==> src/design/tpic_pkg.sv <==
// ----------------------------------------------------------------------------
// tpic_pkg
// Shared types and constants of the timer pair with interrupt controller.
// ----------------------------------------------------------------------------
package tpic_pkg;

   localparam int MODE_BIT_DEFAULT   = 6;
   localparam int NUM_TIMERS_DEFAULT = 2;
   // timers that own a register window (0-3 and 4-7)
   localparam int NUM_REG_TIMERS     = 2;
   localparam int TIMER_IRQ_BASE     = 4;

   localparam logic [15:0] PRESCALE_RESET = 16'd50;
   localparam logic [31:0] FREE_RELOAD    = 32'h0000_ffff;
   localparam logic [15:0] FIQ_MASK       = 16'h0001;
   localparam logic [15:0] IRQ_MASK       = 16'hfffe;

   typedef enum logic [1:0] {
      ACT_TICK  = 2'd0,
      ACT_READ  = 2'd1,
      ACT_WRITE = 2'd2,
      ACT_NONE  = 2'd3
   } tpic_action_type;

   typedef enum logic [1:0] {
      SUB_LOAD  = 2'd0,
      SUB_COUNT = 2'd1,
      SUB_CTRL  = 2'd2,
      SUB_CLEAR = 2'd3
   } tpic_tsub_type;

   localparam logic [4:0] REG_DEBUG    = 5'd8;
   localparam logic [4:0] REG_DEBUG_HI = 5'd9;
   localparam logic [4:0] REG_STAT0    = 5'd10;
   localparam logic [4:0] REG_STAT1    = 5'd11;
   localparam logic [4:0] REG_MASK0    = 5'd12;
   localparam logic [4:0] REG_MASK1    = 5'd13;
   localparam logic [4:0] REG_MCLR0    = 5'd14;
   localparam logic [4:0] REG_MCLR1    = 5'd15;
   localparam logic [4:0] REG_DEVCFG   = 5'd16;

   typedef struct packed {
      logic          tick;
      logic          wr_load;
      logic          wr_ctrl;
      logic          idx;
      tpic_tsub_type sub;
      logic [31:0]   data;
   } tpic_tmr_ctl_type;

   typedef struct packed {
      logic                      rd_stat0;
      logic                      rd_stat1;
      logic                      wr_mask0;
      logic                      wr_mask1;
      logic                      clr_mask0;
      logic                      clr_mask1;
      logic [NUM_REG_TIMERS-1:0] clr_timer;
      logic [31:0]               data;
   } tpic_int_ctl_type;

endpackage

==> src/design/tpic_if.sv <==
// ----------------------------------------------------------------------------
// tpic_if
// Request and response channels of the timer pair with interrupt controller.
// ----------------------------------------------------------------------------
interface tpic_req_if;
   logic        valid;
   logic        ready;
   logic [1:0]  action;
   logic [4:0]  reg_index;
   logic [31:0] write_data;

   modport source (output valid, output action, output reg_index, output write_data,
                   input ready);
   modport sink   (input valid, input action, input reg_index, input write_data,
                   output ready);
endinterface

interface tpic_rsp_if;
   logic        valid;
   logic        ready;
   logic [31:0] read_data;
   logic        irq_active;
   logic        fiq_active;

   modport source (output valid, output read_data, output irq_active, output fiq_active,
                   input ready);
   modport sink   (input valid, input read_data, input irq_active, input fiq_active,
                   output ready);
endinterface

==> src/design/tpic_timers.sv <==
// ----------------------------------------------------------------------------
// tpic_timers
// Prescaler, down-counting timers and the debug underflow counter.
// ----------------------------------------------------------------------------
module tpic_timers #(
   parameter int MODE_BIT   = tpic_pkg::MODE_BIT_DEFAULT,
   parameter int NUM_TIMERS = tpic_pkg::NUM_TIMERS_DEFAULT
) (
   input  logic                       clock,
   input  logic                       reset,
   input  logic [15:0]                prescale_reload,
   input  tpic_pkg::tpic_tmr_ctl_type ctl,
   output logic [31:0]                rdata,
   output logic [31:0]                debug_count,
   output logic [NUM_TIMERS-1:0]      expire
);
   import tpic_pkg::*;

   logic [15:0] pre_count_ff, pre_count_in;
   logic [31:0] count_ff [NUM_TIMERS];
   logic [31:0] count_in [NUM_TIMERS];
   logic [31:0] load_ff  [NUM_TIMERS];
   logic [31:0] load_in  [NUM_TIMERS];
   logic [31:0] ctrl_ff  [NUM_TIMERS];
   logic [31:0] ctrl_in  [NUM_TIMERS];
   logic [31:0] debug_ff, debug_in;
   logic        step;

   always_comb begin
      step         = ctl.tick && (pre_count_ff == 16'd0);
      pre_count_in = pre_count_ff;
      if (ctl.tick) begin
         pre_count_in = step ? prescale_reload : pre_count_ff - 16'd1;
      end
      debug_in = step ? debug_ff + 32'd1 : debug_ff;
      rdata    = '0;
      for (int t = 0; t < NUM_TIMERS; t++) begin
         count_in[t] = count_ff[t];
         load_in[t]  = load_ff[t];
         ctrl_in[t]  = ctrl_ff[t];
         expire[t]   = step && (count_ff[t] == 32'd0);
         if (step) begin
            if (count_ff[t] == 32'd0) begin
               count_in[t] = ctrl_ff[t][MODE_BIT] ? load_ff[t] : FREE_RELOAD;
            end else begin
               count_in[t] = count_ff[t] - 32'd1;
            end
         end
         // only the first two timers have a register window
         if (t < NUM_REG_TIMERS && ctl.idx == 1'(t)) begin
            if (ctl.wr_load) begin
               load_in[t] = ctl.data;
            end
            if (ctl.wr_ctrl) begin
               ctrl_in[t] = ctl.data;
            end
            unique case (ctl.sub)
               SUB_LOAD:  rdata = load_ff[t];
               SUB_COUNT: rdata = count_ff[t];
               SUB_CTRL:  rdata = ctrl_ff[t];
               SUB_CLEAR: rdata = '0;
               default:   rdata = '0;
            endcase
         end
      end
   end

   always_ff @(posedge clock) begin
      if (reset) begin
         pre_count_ff <= PRESCALE_RESET;
         debug_ff     <= '0;
         for (int t = 0; t < NUM_TIMERS; t++) begin
            count_ff[t] <= '0;
            load_ff[t]  <= '0;
            ctrl_ff[t]  <= '0;
         end
      end else begin
         pre_count_ff <= pre_count_in;
         debug_ff     <= debug_in;
         for (int t = 0; t < NUM_TIMERS; t++) begin
            count_ff[t] <= count_in[t];
            load_ff[t]  <= load_in[t];
            ctrl_ff[t]  <= ctrl_in[t];
         end
      end
   end

   assign debug_count = debug_ff;

endmodule

==> src/design/tpic_intc.sv <==
// ----------------------------------------------------------------------------
// tpic_intc
// Interrupt status and mask words, with the masked fiq and irq requests.
// ----------------------------------------------------------------------------
module tpic_intc #(
   parameter int NUM_TIMERS = tpic_pkg::NUM_TIMERS_DEFAULT
) (
   input  logic                       clock,
   input  logic                       reset,
   input  tpic_pkg::tpic_int_ctl_type ctl,
   input  logic [NUM_TIMERS-1:0]      expire,
   output logic [31:0]                stat0,
   output logic [31:0]                stat1,
   output logic [31:0]                mask0,
   output logic [31:0]                mask1,
   output logic                       irq_next,
   output logic                       fiq_next
);
   import tpic_pkg::*;

   logic [31:0] stat0_ff, stat0_in;
   logic [31:0] stat1_ff, stat1_in;
   logic [31:0] mask0_ff, mask0_in;
   logic [31:0] mask1_ff, mask1_in;
   logic [31:0] req;

   always_comb begin
      stat0_in = ctl.rd_stat0 ? '0 : stat0_ff;
      for (int t = 0; t < NUM_TIMERS; t++) begin
         if (expire[t]) begin
            stat0_in[TIMER_IRQ_BASE + t] = 1'b1;
         end
      end
      for (int t = 0; t < NUM_REG_TIMERS; t++) begin
         if (ctl.clr_timer[t]) begin
            stat0_in[TIMER_IRQ_BASE + t] = 1'b0;
         end
      end
      stat1_in = ctl.rd_stat1 ? '0 : stat1_ff;

      priority if (ctl.wr_mask0) begin
         mask0_in = ctl.data;
      end else if (ctl.clr_mask0) begin
         mask0_in = mask0_ff & ~ctl.data;
      end else begin
         mask0_in = mask0_ff;
      end
      priority if (ctl.wr_mask1) begin
         mask1_in = ctl.data;
      end else if (ctl.clr_mask1) begin
         mask1_in = mask1_ff & ~ctl.data;
      end else begin
         mask1_in = mask1_ff;
      end

      // requests as they stand after this item
      req      = (stat0_in & mask0_in) | (stat1_in & mask1_in);
      irq_next = |(req[15:0] & IRQ_MASK);
      fiq_next = |(req[15:0] & FIQ_MASK);
   end

   always_ff @(posedge clock) begin
      if (reset) begin
         stat0_ff <= '0;
         stat1_ff <= '0;
         mask0_ff <= '0;
         mask1_ff <= '0;
      end else begin
         stat0_ff <= stat0_in;
         stat1_ff <= stat1_in;
         mask0_ff <= mask0_in;
         mask1_ff <= mask1_in;
      end
   end

   assign stat0 = stat0_ff;
   assign stat1 = stat1_ff;
   assign mask0 = mask0_ff;
   assign mask1 = mask1_ff;

endmodule

==> src/design/timer_pair_with_interrupt_controller.sv <==
// ----------------------------------------------------------------------------
// timer_pair_with_interrupt_controller
// Prescaled reload timers with a two-word masked interrupt controller.
// ----------------------------------------------------------------------------
// Each item on the request channel is a tick, a register read or a register
// write, and gives exactly one response item with the read value and the fiq
// and irq lines as they stand after that item. Unless stalled, one item is
// taken every clock; each is held in the input register, worked in a single
// pass of logic as it moves to the response register and offered from there.
// Back-pressure stalls the input register only once the response register is
// full. The user must write the prescaler restart value through the csr port
// while idle; the block does not enforce it. No clearing pass after reset.
module timer_pair_with_interrupt_controller #(
   parameter int MODE_BIT   = tpic_pkg::MODE_BIT_DEFAULT,
   parameter int NUM_TIMERS = tpic_pkg::NUM_TIMERS_DEFAULT
) (
   input  logic        clock,
   input  logic        reset,
   tpic_req_if.sink    req_chan,
   tpic_rsp_if.source  rsp_chan,
   input  logic        csr_wr_en,
   input  logic [15:0] csr_wr_data
);
   import tpic_pkg::*;

   logic [15:0]      reload_ff;
   logic             s1_valid_ff, s1_valid_in;
   tpic_action_type  s1_action_ff;
   logic [4:0]       s1_reg_index_ff;
   logic [31:0]      s1_write_data_ff;
   logic             rsp_valid_ff, rsp_valid_in;
   logic [31:0]      read_data_ff, read_data_in;
   logic             irq_ff, fiq_ff;
   logic [31:0]      devcfg_ff, devcfg_in;
   logic             accept, advance, rsp_load;
   logic             timer_ok, is_timer_reg;
   tpic_tmr_ctl_type tctl;
   tpic_int_ctl_type ictl;
   logic [31:0]      tmr_rdata, debug_count;
   logic [31:0]      stat0, stat1, mask0, mask1;
   logic             irq_next, fiq_next;
   logic [NUM_TIMERS-1:0] expire;
   logic [31:0]      rd_value;

   assign rsp_load       = !rsp_valid_ff || rsp_chan.ready;
   assign advance        = s1_valid_ff && rsp_load;
   assign req_chan.ready = !s1_valid_ff || advance;
   assign accept         = req_chan.valid && req_chan.ready;
   assign s1_valid_in    = accept || (s1_valid_ff && !advance);
   assign rsp_valid_in   = rsp_load ? s1_valid_ff : rsp_valid_ff;

   assign is_timer_reg = s1_reg_index_ff < REG_DEBUG;
   assign timer_ok     = (NUM_TIMERS > 1) || !s1_reg_index_ff[2];

   // decode of the item in the input register
   always_comb begin
      tctl      = '0;
      ictl      = '0;
      tctl.idx  = s1_reg_index_ff[2];
      tctl.sub  = tpic_tsub_type'(s1_reg_index_ff[1:0]);
      tctl.data = s1_write_data_ff;
      ictl.data = s1_write_data_ff;
      devcfg_in = devcfg_ff;
      if (advance) begin
         unique case (s1_action_ff)
            ACT_TICK: begin
               tctl.tick = 1'b1;
            end
            ACT_READ: begin
               ictl.rd_stat0 = (s1_reg_index_ff == REG_STAT0);
               ictl.rd_stat1 = (s1_reg_index_ff == REG_STAT1);
            end
            ACT_WRITE: begin
               if (is_timer_reg) begin
                  tctl.wr_load = (tctl.sub == SUB_LOAD);
                  tctl.wr_ctrl = (tctl.sub == SUB_CTRL);
                  if (tctl.sub == SUB_CLEAR && timer_ok) begin
                     ictl.clr_timer[s1_reg_index_ff[2]] = 1'b1;
                  end
               end else begin
                  ictl.wr_mask0  = (s1_reg_index_ff == REG_MASK0);
                  ictl.wr_mask1  = (s1_reg_index_ff == REG_MASK1);
                  ictl.clr_mask0 = (s1_reg_index_ff == REG_MCLR0);
                  ictl.clr_mask1 = (s1_reg_index_ff == REG_MCLR1);
                  if (s1_reg_index_ff == REG_DEVCFG) begin
                     devcfg_in = s1_write_data_ff;
                  end
               end
            end
            ACT_NONE: begin
            end
            default: begin
            end
         endcase
      end
   end

   always_comb begin
      if (is_timer_reg) begin
         rd_value = tmr_rdata;
      end else begin
         unique case (s1_reg_index_ff)
            REG_DEBUG:    rd_value = debug_count;
            REG_DEBUG_HI: rd_value = '0;
            REG_STAT0:    rd_value = stat0;
            REG_STAT1:    rd_value = stat1;
            REG_MASK0:    rd_value = mask0;
            REG_MASK1:    rd_value = mask1;
            REG_DEVCFG:   rd_value = devcfg_ff;
            default:      rd_value = '0;
         endcase
      end
      read_data_in = (s1_action_ff == ACT_READ) ? rd_value : '0;
   end

   tpic_timers #(
      .MODE_BIT   (MODE_BIT),
      .NUM_TIMERS (NUM_TIMERS)
   ) u_timers (
      .clock           (clock),
      .reset           (reset),
      .prescale_reload (reload_ff),
      .ctl             (tctl),
      .rdata           (tmr_rdata),
      .debug_count     (debug_count),
      .expire          (expire)
   );

   tpic_intc #(
      .NUM_TIMERS (NUM_TIMERS)
   ) u_intc (
      .clock    (clock),
      .reset    (reset),
      .ctl      (ictl),
      .expire   (expire),
      .stat0    (stat0),
      .stat1    (stat1),
      .mask0    (mask0),
      .mask1    (mask1),
      .irq_next (irq_next),
      .fiq_next (fiq_next)
   );

   always_ff @(posedge clock) begin
      if (reset) begin
         reload_ff    <= PRESCALE_RESET;
         devcfg_ff    <= '0;
         s1_valid_ff  <= 1'b0;
         rsp_valid_ff <= 1'b0;
      end else begin
         if (csr_wr_en) begin
            reload_ff <= csr_wr_data;
         end
         devcfg_ff    <= devcfg_in;
         s1_valid_ff  <= s1_valid_in;
         rsp_valid_ff <= rsp_valid_in;
      end
   end

   always_ff @(posedge clock) begin
      if (accept) begin
         s1_action_ff     <= tpic_action_type'(req_chan.action);
         s1_reg_index_ff  <= req_chan.reg_index;
         s1_write_data_ff <= req_chan.write_data;
      end
      if (advance) begin
         read_data_ff <= read_data_in;
         irq_ff       <= irq_next;
         fiq_ff       <= fiq_next;
      end
   end

   assign rsp_chan.valid      = rsp_valid_ff;
   assign rsp_chan.read_data  = read_data_ff;
   assign rsp_chan.irq_active = irq_ff;
   assign rsp_chan.fiq_active = fiq_ff;

   a_nonread_zero: assert property (@(posedge clock) disable iff (reset)
      advance && s1_action_ff != ACT_READ |=> rsp_chan.read_data == '0)
      else $error("non-read item gave nonzero read data");

   a_ready_when_free: assert property (@(posedge clock) disable iff (reset)
      !rsp_valid_ff |-> req_chan.ready)
      else $error("input stalled while response register empty");

   a_input_held: assert property (@(posedge clock) disable iff (reset)
      s1_valid_ff && !advance |=> s1_valid_ff && $stable(s1_reg_index_ff)
                                  && $stable(s1_write_data_ff))
      else $error("stalled item in input register lost or changed");

   a_rsp_follows: assert property (@(posedge clock) disable iff (reset)
      advance |=> rsp_valid_ff)
      else $error("item left input register without a response");

endmodule
==> src/flat_wrapper.sv <==
// flat-port wrapper written by rule: the top's interface ports become plain ports
module timer_pair_with_interrupt_controller_flat import tpic_pkg::*;
#(
   parameter int MODE_BIT   = tpic_pkg::MODE_BIT_DEFAULT,
   parameter int NUM_TIMERS = tpic_pkg::NUM_TIMERS_DEFAULT
)
  (clock, reset, csr_wr_en, csr_wr_data, req_chan_valid, req_chan_action, req_chan_reg_index, req_chan_write_data, req_chan_ready, rsp_chan_valid, rsp_chan_read_data, rsp_chan_irq_active, rsp_chan_fiq_active, rsp_chan_ready);
  tpic_req_if req_chan_i ();
  tpic_rsp_if rsp_chan_i ();
  input  logic clock;
  input  logic reset;
  input  logic csr_wr_en;
  input  logic [15:0] csr_wr_data;
  input wire logic [$bits(req_chan_i.valid)-1:0] req_chan_valid;
  input wire logic [$bits(req_chan_i.action)-1:0] req_chan_action;
  input wire logic [$bits(req_chan_i.reg_index)-1:0] req_chan_reg_index;
  input wire logic [$bits(req_chan_i.write_data)-1:0] req_chan_write_data;
  output wire logic [$bits(req_chan_i.ready)-1:0] req_chan_ready;
  output wire logic [$bits(rsp_chan_i.valid)-1:0] rsp_chan_valid;
  output wire logic [$bits(rsp_chan_i.read_data)-1:0] rsp_chan_read_data;
  output wire logic [$bits(rsp_chan_i.irq_active)-1:0] rsp_chan_irq_active;
  output wire logic [$bits(rsp_chan_i.fiq_active)-1:0] rsp_chan_fiq_active;
  input wire logic [$bits(rsp_chan_i.ready)-1:0] rsp_chan_ready;
  assign req_chan_i.valid = req_chan_valid;
  assign req_chan_i.action = req_chan_action;
  assign req_chan_i.reg_index = req_chan_reg_index;
  assign req_chan_i.write_data = req_chan_write_data;
  assign req_chan_ready = req_chan_i.ready;
  assign rsp_chan_valid = rsp_chan_i.valid;
  assign rsp_chan_read_data = rsp_chan_i.read_data;
  assign rsp_chan_irq_active = rsp_chan_i.irq_active;
  assign rsp_chan_fiq_active = rsp_chan_i.fiq_active;
  assign rsp_chan_i.ready = rsp_chan_ready;
  timer_pair_with_interrupt_controller #(.MODE_BIT(MODE_BIT), .NUM_TIMERS(NUM_TIMERS)) u_core (.clock(clock), .reset(reset), .req_chan(req_chan_i), .rsp_chan(rsp_chan_i), .csr_wr_en(csr_wr_en), .csr_wr_data(csr_wr_data));
endmodule
==> config.mk <==
export PLATFORM = sky130hd
export DESIGN_NAME = timer_pair_with_interrupt_controller_flat
export DESIGN_NICKNAME = d
export VERILOG_FILES = /design/src/design/tpic_pkg.sv /design/src/design/tpic_if.sv /design/src/design/tpic_timers.sv /design/src/design/tpic_intc.sv /design/src/design/timer_pair_with_interrupt_controller.sv /design/src/flat_wrapper.sv
export SDC_FILE = /design/constraint.sdc
export NUM_CORES = 1
export LEC_CHECK = 0
export ABC_AREA = 1
export BUFFER_PORTS_ARGS = -buffer_cell sky130_fd_sc_hd__buf_2
export CORE_AREA = 2 2 236 238
export CTS_BUF_LIST = sky130_fd_sc_hd__clkbuf_4 sky130_fd_sc_hd__clkbuf_8 sky130_fd_sc_hd__clkbuf_16
export DETAILED_ROUTE_END_ITERATION = 7
export DIE_AREA = 0 0 238 240
export GPL_ROUTABILITY_DRIVEN = 0
export GPL_TIMING_DRIVEN = 0
export PLACE_DENSITY = 0.65
export SYNTH_ARGS = -nofsm -noshare
export SYNTH_HDL_FRONTEND = slang
export SYNTH_HIERARCHICAL = 1
export SYNTH_SLANG_ARGS = --single-unit
==> constraint.sdc <==
create_clock -name clock -period 3.3 [get_ports clock]
set_input_delay 0.165 -clock clock [delete_from_list [all_inputs] [get_ports clock]]
set_output_delay 0.165 -clock clock [all_outputs]
set_load 0.01 [all_outputs]
**Yosys cells after proc, flatten, opt, wreduce, memory -nomap -nowiden**

Memory sizes are Yosys's and may differ from the RTL's.
Cells that the tools add are included.

- Word-level logic and storage cells: 123
- Memory bits (writable): 192
- Flip-flop bits (word level): 299
- Memories kept: 3
- Input port bits: 60

Memory list:

| name | depth | width | read ports | clocked after Yosys merged registers in | write ports | RTL line | RTL |
|---|---|---|---|---|---|---|---|
| u_core.u_timers.count_ff | 2 | 32 | 2 | 0 | 2 | tpic_timers.sv:20 | `logic [31:0] count_ff [NUM_TIMERS];` |
| u_core.u_timers.ctrl_ff | 2 | 32 | 2 | 0 | 2 | tpic_timers.sv:24 | `logic [31:0] ctrl_ff [NUM_TIMERS];` |
| u_core.u_timers.load_ff | 2 | 32 | 2 | 0 | 2 | tpic_timers.sv:22 | `logic [31:0] load_ff [NUM_TIMERS];` |

- Bitwise logic cells: 13
- Magnitude comparators: 3
- Equality and inequality tests: 13
- Add/sub/neg operators: 4
- Reduce and logical (&&, ||, !) cells: 20
- Muxes and demuxes: 51

Operator list:

| kind | count |
|---|---|
| 32-bit 2-to-1 mux | 28 |
| 32-bit one-hot mux with 4 select lines | 2 |
| 32-bit one-hot mux with 6 select lines | 1 |
| 32-bit AND | 2 |
| 32-bit zero test | 2 |
| 32-bit by 1-bit subtractor with 32-bit output, second input constant | 2 |
| 5-bit by 4-bit equality test with 1-bit output, second input constant | 7 |
| 32-bit by 1-bit adder with 32-bit output, second input constant | 1 |
| 16-bit AND | 2 |
| 32-bit NOT | 1 |
| 16-bit zero test | 1 |
| 16-bit 2-to-1 mux | 1 |
| 16-bit bitwise OR | 1 |
| 16-bit by 1-bit subtractor with 16-bit output, second input constant | 1 |
| 15-bit OR reduction | 1 |
| 2-bit 2-to-1 mux | 5 |
| 1-bit 2-to-1 mux | 9 |
| 8-bit 2-to-1 mux | 1 |
| 1-bit logical AND | 7 |
| 2-bit equality test, second input constant | 3 |
| 6-bit 2-to-1 mux | 1 |
| 1-bit bitwise OR | 6 |
| 5-bit equality test, second input constant | 1 |
| 5-bit by 4-bit less-than comparator with 1-bit output, second input constant | 1 |
| other kinds (11) | 17 |

**Depth between registers and ports, before layout**

Gate-level depths: netlist of run 1.

- Depth after elaboration: 14
- Gate-level depth with buffers: 19
- Mapped depth without buffers: 18

**By module**

Netlist of run 1, hierarchy kept.

By module, submodules not included:

| module | area each (um^2) | times used | sequential area each (um^2) | cells an instance |
|---|---|---|---|---|
| tpic_timers | 14510.2 | 1 | 4804.6 | 2349 |
| timer_pair_with_interrupt_controller | 6530.0 | 1 | 3193.1 | 870 |
| tpic_intc | 4385.5 | 1 | 1921.8 | 600 |

**Worst setup path before layout of run 1**

No wires, ideal clock.

- Path kind: flip-flop to flip-flop
- From: register u_core.rsp_valid_ff (netlist: u_core/rsp_chan.valid)
- To: memory u_core.u_timers.load_ff[1][9] (netlist: u_core/u_timers/load_ff[0][41])
- Buffers on the path: 1
- Arrival time: 2.646 ns
- Stages on the path, launching flop included: 11
- Setup slack: 0.589 ns
- Cell sequence: dfxtp_1 -> nand2_1 -> nand2_1 -> inv_1 -> nand3_1 -> nor4_1 -> nand2_1 -> inv_2 -> buf_1 -> nor2_1 -> nor2_1

RTL lines:

| what | RTL line | RTL |
|---|---|---|
| start: declaration | timer_pair_with_interrupt_controller.sv:31 | `logic rsp_valid_ff, rsp_valid_in;` |
| start signal: assignment | timer_pair_with_interrupt_controller.sv:156 | `rsp_valid_ff <= rsp_valid_in;` |
| end: declaration | tpic_timers.sv:22 |  |

**Final worst setup path of run 1**

- From: register u_core.s1_reg_index_ff[0]
- To: register u_core.read_data_ff[24] (netlist: u_core/rsp_chan.read_data[24]), data pin

- Word-level cells in the longest chain between the ends: 4
- Elaborated cells on any way between the ends: 16
- Classes of those cells: 1 x order compare; 9 x eq/ne; 5 x mux; 1 x reduce/logical

Ends and longest elaborated chain:

| what | RTL line | RTL |
|---|---|---|
| start: declaration | timer_pair_with_interrupt_controller.sv:29 | `logic [4:0] s1_reg_index_ff;` |
| start signal: assignment | timer_pair_with_interrupt_controller.sv:163 | `s1_reg_index_ff <= req_chan.reg_index;` |
| 2-bit equality test (tied with other cells) | tpic_timers.sv:57 | `unique case (ctl.sub)` |
| 32-bit one-hot mux with 4 select lines | tpic_timers.sv:57 |  |
| 32-bit 2-to-1 mux (*) | tpic_timers.sv:50 | `if (t < NUM_REG_TIMERS && ctl.idx == 1'(t)) begin` |
| via u_core.tmr_rdata[24] | timer_pair_with_interrupt_controller.sv:39 | `logic [31:0] tmr_rdata, debug_count;` |
| 32-bit 2-to-1 mux (*) | timer_pair_with_interrupt_controller.sv:99 | `if (is_timer_reg) begin` |
| end signal: assignment | timer_pair_with_interrupt_controller.sv:167 | `read_data_ff <= read_data_in;` |
| end: declaration | timer_pair_with_interrupt_controller.sv:32 | `logic [31:0] read_data_ff, read_data_in;` |

Mark *: on every way through the listed nets, which the timed path passes. The rest lies on a longest branch.
A chain may end at the register's enable or synchronous reset.

==> results by group, run 1 <==
Worst hold path
  • Hold crit path type: in2reg
  • Hold-critical path endpoint: u_core/reload_ff[5]
  • Hold wc startpoint: csr_wr_en
  • Hold Crit Depth: 4

STA
  • Final hold violation count: 0
  • Setup violators final: 0
  • Final worst path period share: 97.73%
  • Max Freq: ~310 MHz
  • Rel. slew slack: ~17%
  • Final Slew Violations: 0
  • Hold_ws: 0.1303 ns
  • Skew final: 0.03402 ns
  • Worst-margin pin slew: about 1.2 ns
  • Clock period minus worst slack: ~3.2 ns

Synthesis
  • Async set-or-reset flop fraction in the synthesized netlist: 0%
  • Avg Cell Area, Syn: 6.658 µm²
  • Syn Inst Count: 3819
  • Synthesized area: between 20000 and 30000 µm²
  • Ys Warns: 6
  • #FFs+latches synth: approximately 460
  • Register area share after synthesis: 39.01%
  • Post-synth EDFFs: 73
  • Netlist cell types: between 50 and 60
  • Commonest register cell after synthesis: dfxtp_1

Final layout
  • Most frequent cells in the layout: 964 x nand2_1, 669 x nor2_1, 386 x dfxtp_1, 334 x o21ai_0, 276 x inv_1
  • Commonest non-fill, non-tap cell in the layout: nand2_1
  • Synthesis-to-layout area growth: 16.16%
  • Fillers: 5526
  • Multi-input logic area: 13190 µm²
  • Fin nets: 4138
  • Final Util: 54.03%
  • Flip-flop and latch area: 9920 µm²
  • Ratio of cells with drive above 1 in the final layout: 11.31%

Floorplan
  • Core area: 54660 µm²
  • Chip height: 240 µm
  • Num ports: between 90 and 100
  • Rows: 86
  • Initial core utilization: 46.51%
  • Die width: around 240 µm
  • Die ar.: between 50000 and 60000 µm²

Critical path
  • Reg2reg setup slack: between 0.07 and 0.08 ns
  • Setup crit end kind: flip-flop
  • CP Max Fanout: 10
  • CP Class: reg2reg
  • CP Data Required Time: 3.60 ns
  • Data arrival, critical path: 3.53 ns
  • Worst R2R Path Depth: 9
  • Startpoint Class: flip-flop
  • Critical R2R Capture: u_core/rsp_chan.read_data[24]
  • FF-to-FF Start: u_core/s1_reg_index_ff[0]

Routing
  • WL final: 101.9 mm
  • Drt pass-1 iters: 6
  • Residual DRC count: 0
  • Routed Antenna Nets: 0
  • Vias post-DR: 27140
  • DR vias/cell: approximately 5.6
  • Routed WL per cell: about 21 µm
  • DRT iter0 DRCs: 3834

Pwr
  • Power density over the cells: 440.3 nW/µm²
  • Leak: 12.64 nW
  • VDD IR max: 0.4705 mV

CTS
  • CTS Buf Count: a little over 50
  • Clock latency on the worst-skew pair: 0.63 ns
  • Sink Count: approximately 460
  • Max Buffers Root-to-Sink: 3
  • TritonCTS clock tree: built
  • H-tree Lvls: 2
  • Clk root buf: clkbuf_16
  • Clock slew at reported path FFs: 0.06 ns

Run
  • Number of max-cap violations: 0

Global routing
  • First-pass GRT wire length: roughly 150 mm
  • Antenna violations before repair: 2
  • Largest net degree at the start of global routing: 40
  • Total grt overflow: 0
  • Vias in the first global route: ~25000
  • Overall fraction of global-route tracks in use: 35.39%

Place
  • # port buffers: 95
  • Post-DP HPWL: roughly 76 mm

Run status
  • Run status: finished, final reports clean
-- worst max-delay path by stage --
stage	from	end	cells after the start
floorplan	u_core/rsp_chan.valid	u_core/u_timers/load_ff[0][41]	10
global placement	u_core/rsp_chan.valid	u_core/u_timers/load_ff[0][50]	10
detailed placement	u_core/rsp_chan.valid	u_core/rsp_chan.irq_active	18
CTS	u_core/rsp_chan.valid	u_core/u_timers/load_ff[0][57]	11
global route	u_core/s1_reg_index_ff[0]	u_core/rsp_chan.irq_active	16
finish	u_core/s1_reg_index_ff[0]	u_core/rsp_chan.read_data[24]	9
-- layout make-up --
cell class	count	share of cell area (%)
Tap cell	704	2.983
Clock buffer	64	4.859
Sequential cell	459	33.59
Multi-Input combinational cell	2846	44.65
Timing Repair Buffer	168	4.084
Clock inverter	29	1.436
Antenna cell	6	0.05084
Inverter	293	3.745
Buffer	252	4.601
-- sequential cells by signal (all words and copies together) (netlist names) --
| register | count |
|---|---|
| u_core/u_timers/count_ff | 64 |
| u_core/u_timers/ctrl_ff | 64 |
| u_core/u_timers/load_ff | 64 |
| u_core/devcfg_ff | 32 |
| u_core/rsp_chan.read_data | 32 |
| u_core/s1_write_data_ff | 32 |
| u_core/u_intc/mask0 | 32 |
| u_core/u_intc/mask1 | 32 |
| u_core/u_timers/debug_count | 32 |
| u_core/reload_ff | 16 |
| u_core/u_intc/stat0 | 16 |
| u_core/u_intc/stat1 | 16 |
| u_core/u_timers/pre_count_ff | 16 |
| u_core/s1_reg_index_ff | 5 |
| u_core/s1_action_ff | 2 |
| u_core/rsp_chan.fiq_active | 1 |
| u_core/rsp_chan.irq_active | 1 |
| u_core/rsp_chan.valid | 1 |
| u_core/s1_valid_ff | 1 |
-- layer usage --
layer  track usage [%]  wire length (µm)
met2             54.12             43000
met4             18.58              6102
met3             7.313             11700
met5                 0                13
met1             47.14             41110
-- repair_timing --
| action | 4_1_cts | 5_1_grt |
|---|---|---|
| resized for setup | 4 | 6 |
| endpoints found under the setup margin | 13 | 34 |
| hold buffers | 68 | 0 |
| endpoints found under the hold margin | 57 | 0 |
| setup buffers | 1 | 3 |
| pin swaps | 1 | 0 |
-- report_power, final --
part	internal (mW)	switching [mW]
sequential	5.75	0.158
clock	3.80	2.54
combinational	0.240	0.512
total	9.79	3.21
-- worst max-delay path, stage by stage (launching register included) --
cell and delay, ns:
edfxtp_1 0.61, inv_1 0.14, or2_2 0.11, buf_2 0.25, buf_1 0.52, nor2_1 0.11, a221oi_1 0.66, a21oi_1 0.16
o21ai_0 0.19, a21oi_1 0.15
-- logic make-up after synthesis --
logic type / after synthesis / synth area share, %
xor+xnor: 19 / 0.6545
other cells: 1 / 0.01475
simple gates: 2120 / 35.98
compound gates: 668 / 14.32
buf+inv: 545 / 9.670
fa+ha+maj: 7 / 0.3445
flops: 459 / 39.01
-- cell usage after synthesis (all sizes together) (12+ instances only) --
cell      n  area, µm²
nand2   989       3787
buf     145      947.2
nor2    715       2940
edfxtp   73       2192
nand4   113      706.9
clkbuf  107      405.4
xor2     16      140.1
o221ai   12      105.1
nand3   222       1239
nand3b   13      97.59
a211oi   20      150.1
or2      15      93.84
nor3     48      245.2
a21oi   246       1291
a221oi   27      236.5
o21ai   344       1722
dfxtp   386       7727
inv     292       1101
-- through the flow --
step | instance area (µm²) | setup slack, ns | instances | total power, mW | setup TNS, ns
after global routing | 29520 | -0.003385 | 4815 | 13.34 | -0.003385
after floorplan | 25540 | 0.5892 | 3850 | 6.321 | 0
after detailed placement | 26920 | -0.5335 | 4650 | 6.670 | -0.7471
after global placement | 26900 | -1.214 | 4649 | 6.665 | -112.81
final | 29530 | 0.07506 | 4821 | 13.00 | 0
after CTS | 29480 | 0.02584 | 4812 | 12.99 | 0
Power figures use the tool's default switching activity.
==> run 2: changes to the inputs <==
- CELL_PAD_IN_SITES_DETAIL_PLACEMENT: default -> 1
- CELL_PAD_IN_SITES_GLOBAL_PLACEMENT: default -> 1
- CORE_AREA: 2 2 236 238 -> 2 2 241 243
- DIE_AREA: 0 0 238 240 -> 0 0 243 245
- PLACE_DENSITY: 0.65 -> 0.82
==> run 2 against run 1 <==
Net effect: the flow now finishes with violations (negative setup slack); highest routed layer unchanged; critical endpoint is now u_core/rsp_chan.read_data[14]; via count is 4.4% higher; clock skew is 0.011 ns lower; clock power is 4.3% higher; final cell count is 1.3% higher; sequential cell count stayed put.
==> results by group, run 2 (synthesized netlist as in run 1, its figures left out) <==
Run status
  • Run status: complete, but fails checks
  • Violated checks: negative setup slack

CTS
  • Clock latency on the worst-skew pair: about 0.64 ns
  • Max Buffers Root-to-Sink: 3
  • TritonCTS clock tree: built
  • Clock slew at reported path FFs: 0.06 ns
  • H-tree Lvls: 2
  • Sink Count: 459
  • CTS Buf Count: 52
  • Clk root buf: clkbuf_16

Critical path
  • Reg2reg setup slack: -0.14 ns
  • CP Class: reg2reg
  • CP Launch Point: u_core/s1_reg_index_ff[0]
  • CP endpoint: u_core/rsp_chan.read_data[14]
  • Startpoint Class: flip-flop
  • Data arrival, critical path: 3.85 ns
  • Worst R2R Path Depth: 9
  • Setup crit end kind: flip-flop
  • FF-to-FF Start: u_core/s1_reg_index_ff[0]
  • Critical R2R Capture: u_core/rsp_chan.read_data[14]
  • CP Data Required Time: approximately 3.7 ns
  • CP Max Fanout: 10

STA
  • Final Slew Violations: 0
  • Final hold violation count: 0
  • Max Freq: 290.3 MHz
  • Hold_ws: roughly 0.15 ns
  • Final worst path period share: 104.4%
  • Skew final: 0.02332 ns
  • Clock period minus worst slack: 3.445 ns
  • Final TNS setup: -0.2275 ns
  • Final worst slack: -0.1448 ns
  • Rel. slew slack: 14.28%
  • Worst-margin pin slew: 1.286 ns
  • Setup violators final: 3

Routing
  • Vias post-DR: 28340
  • DR vias/cell: between 5 and 6
  • Drt pass-1 iters: 5
  • DRT iter0 DRCs: around 2900
  • Routed Antenna Nets: 0
  • WL final: 118.6 mm
  • Residual DRC count: 0
  • Routed WL per cell: 24.29 µm

Global routing
  • Overall fraction of global-route tracks in use: 39.13%
  • Antenna violations before repair: 12
  • Total grt overflow: 0
  • First-pass GRT wire length: between 150 and 200 mm
  • Vias in the first global route: around 28000
  • Largest net degree at the start of global routing: 40

Final layout
  • Post-route insts no fill: 4884
  • Ratio of cells with drive above 1 in the final layout: a little under an eighth
  • Fin nets: 4141
  • Synthesis-to-layout area growth: 16.75%
  • Commonest non-fill, non-tap cell in the layout: nand2_1
  • Largest regs: u_core/u_timers/count_ff x64, u_core/u_timers/ctrl_ff x64, u_core/u_timers/load_ff x64
  • Most frequent cells in the layout: 964 x nand2_1, 669 x nor2_1, 386 x dfxtp_1, 334 x o21ai_0, 276 x inv_1

Place
  • Post-DP HPWL: 85.96 mm
  • Place WS: -0.6033 ns
  • Dpl cells: 4711
  • # port buffers: 95

Floorplan
  • Initial core utilization: 44.58%
  • Die width: around 240 µm
  • Rows: between 80 and 90
  • Num ports: 96
  • Die ar.: 59540 µm²
  • Chip height: ~250 µm
  • Core area: 57030 µm²

Worst hold path
  • Hold crit path type: in2reg
  • Hold wc startpoint: csr_wr_en

Pwr
  • Leak: 12.68 nW
  • Pwr Total: 13.34 mW
  • VDD IR max: 0.4806 mV
  • Power density over the cells: 449.4 nW/µm²

Run
  • Number of max-cap violations: 0
-- run 2: layer usage --
metal | part of all wire (%) | GRT usage, % | vias to the layer above
li1 | - | - | 12920
met1 | 40 | 49.56 | 13660
met2 | 44 | 62.15 | 1397
met3 | 9.2 | 7.752 | 364
met4 | 6.4 | 22.70 | 6
met5 | 0.029 | 0 | -
-- run 2: worst max-delay path, cell delays in order (launching register included) --
cell and delay [ns]:
edfxtp_1 0.37, buf_4 0.20, inv_1 0.09, nand2_1 0.16
inv_2 0.23, clkbuf_1 0.71, a21oi_1 0.31, o21ai_0 0.54
o21ai_0 0.23, a21oi_1 0.37
-- run 2: how the worst min path moves through the flow --
stage / endpoint / cells after the start / slack (ns)
finish: u_core/reload_ff[1] / 4 / 0.15
global route: u_core/reload_ff[5] / 4 / 0.20
CTS: u_core/reload_ff[13] / 4 / 0.07
detailed placement: u_core/s1_write_data_ff[31] / 1 / 0.34
global placement: u_core/s1_write_data_ff[2] / 1 / 0.34
floorplan: u_core/rsp_chan.valid / 1 / 0.23
-- run 2: what timing repair did --
action	CTS	global route
buffers inserted	1	8
pin swaps	1	0
setup endpoints to repair	33	122
hold buffers	65	0
cloned	0	0
gates resized for setup	8	11
endpoints found under the hold margin	57	0
-- run 2: per-stage QoR --
| step | utilization [%] | cell area [µm²] |
|---|---|---|
| final | 52.04 | 29680 |
| after global routing | 52.04 | 29680 |
| after CTS | 51.90 | 29600 |
| after detailed placement | 47.33 | 26990 |
| after global placement | 47.30 | 26970 |
| after floorplan | - | 25540 |
-- run 2: final cells by class --
| type | instances | area, µm² |
|---|---|---|
| fillers | 7703 | 27350 |
| clock buffers | 70 | 1510 |
| plain buffers | 252 | 1363 |
| multi-input cells | 2846 | 13200 |
| inverters | 293 | 1107 |
| clock inverters | 27 | 405.4 |
| diodes | 2 | 5.005 |
| repair buffers | 170 | 1214 |
| flip-flops and latches | 459 | 9920 |
| well taps | 765 | 957.2 |
-- run 2: power breakdown --
group          switching [mW]  internal [mW]
sequential              0.170           5.75
combinational           0.564          0.242
clock                    2.67           3.94
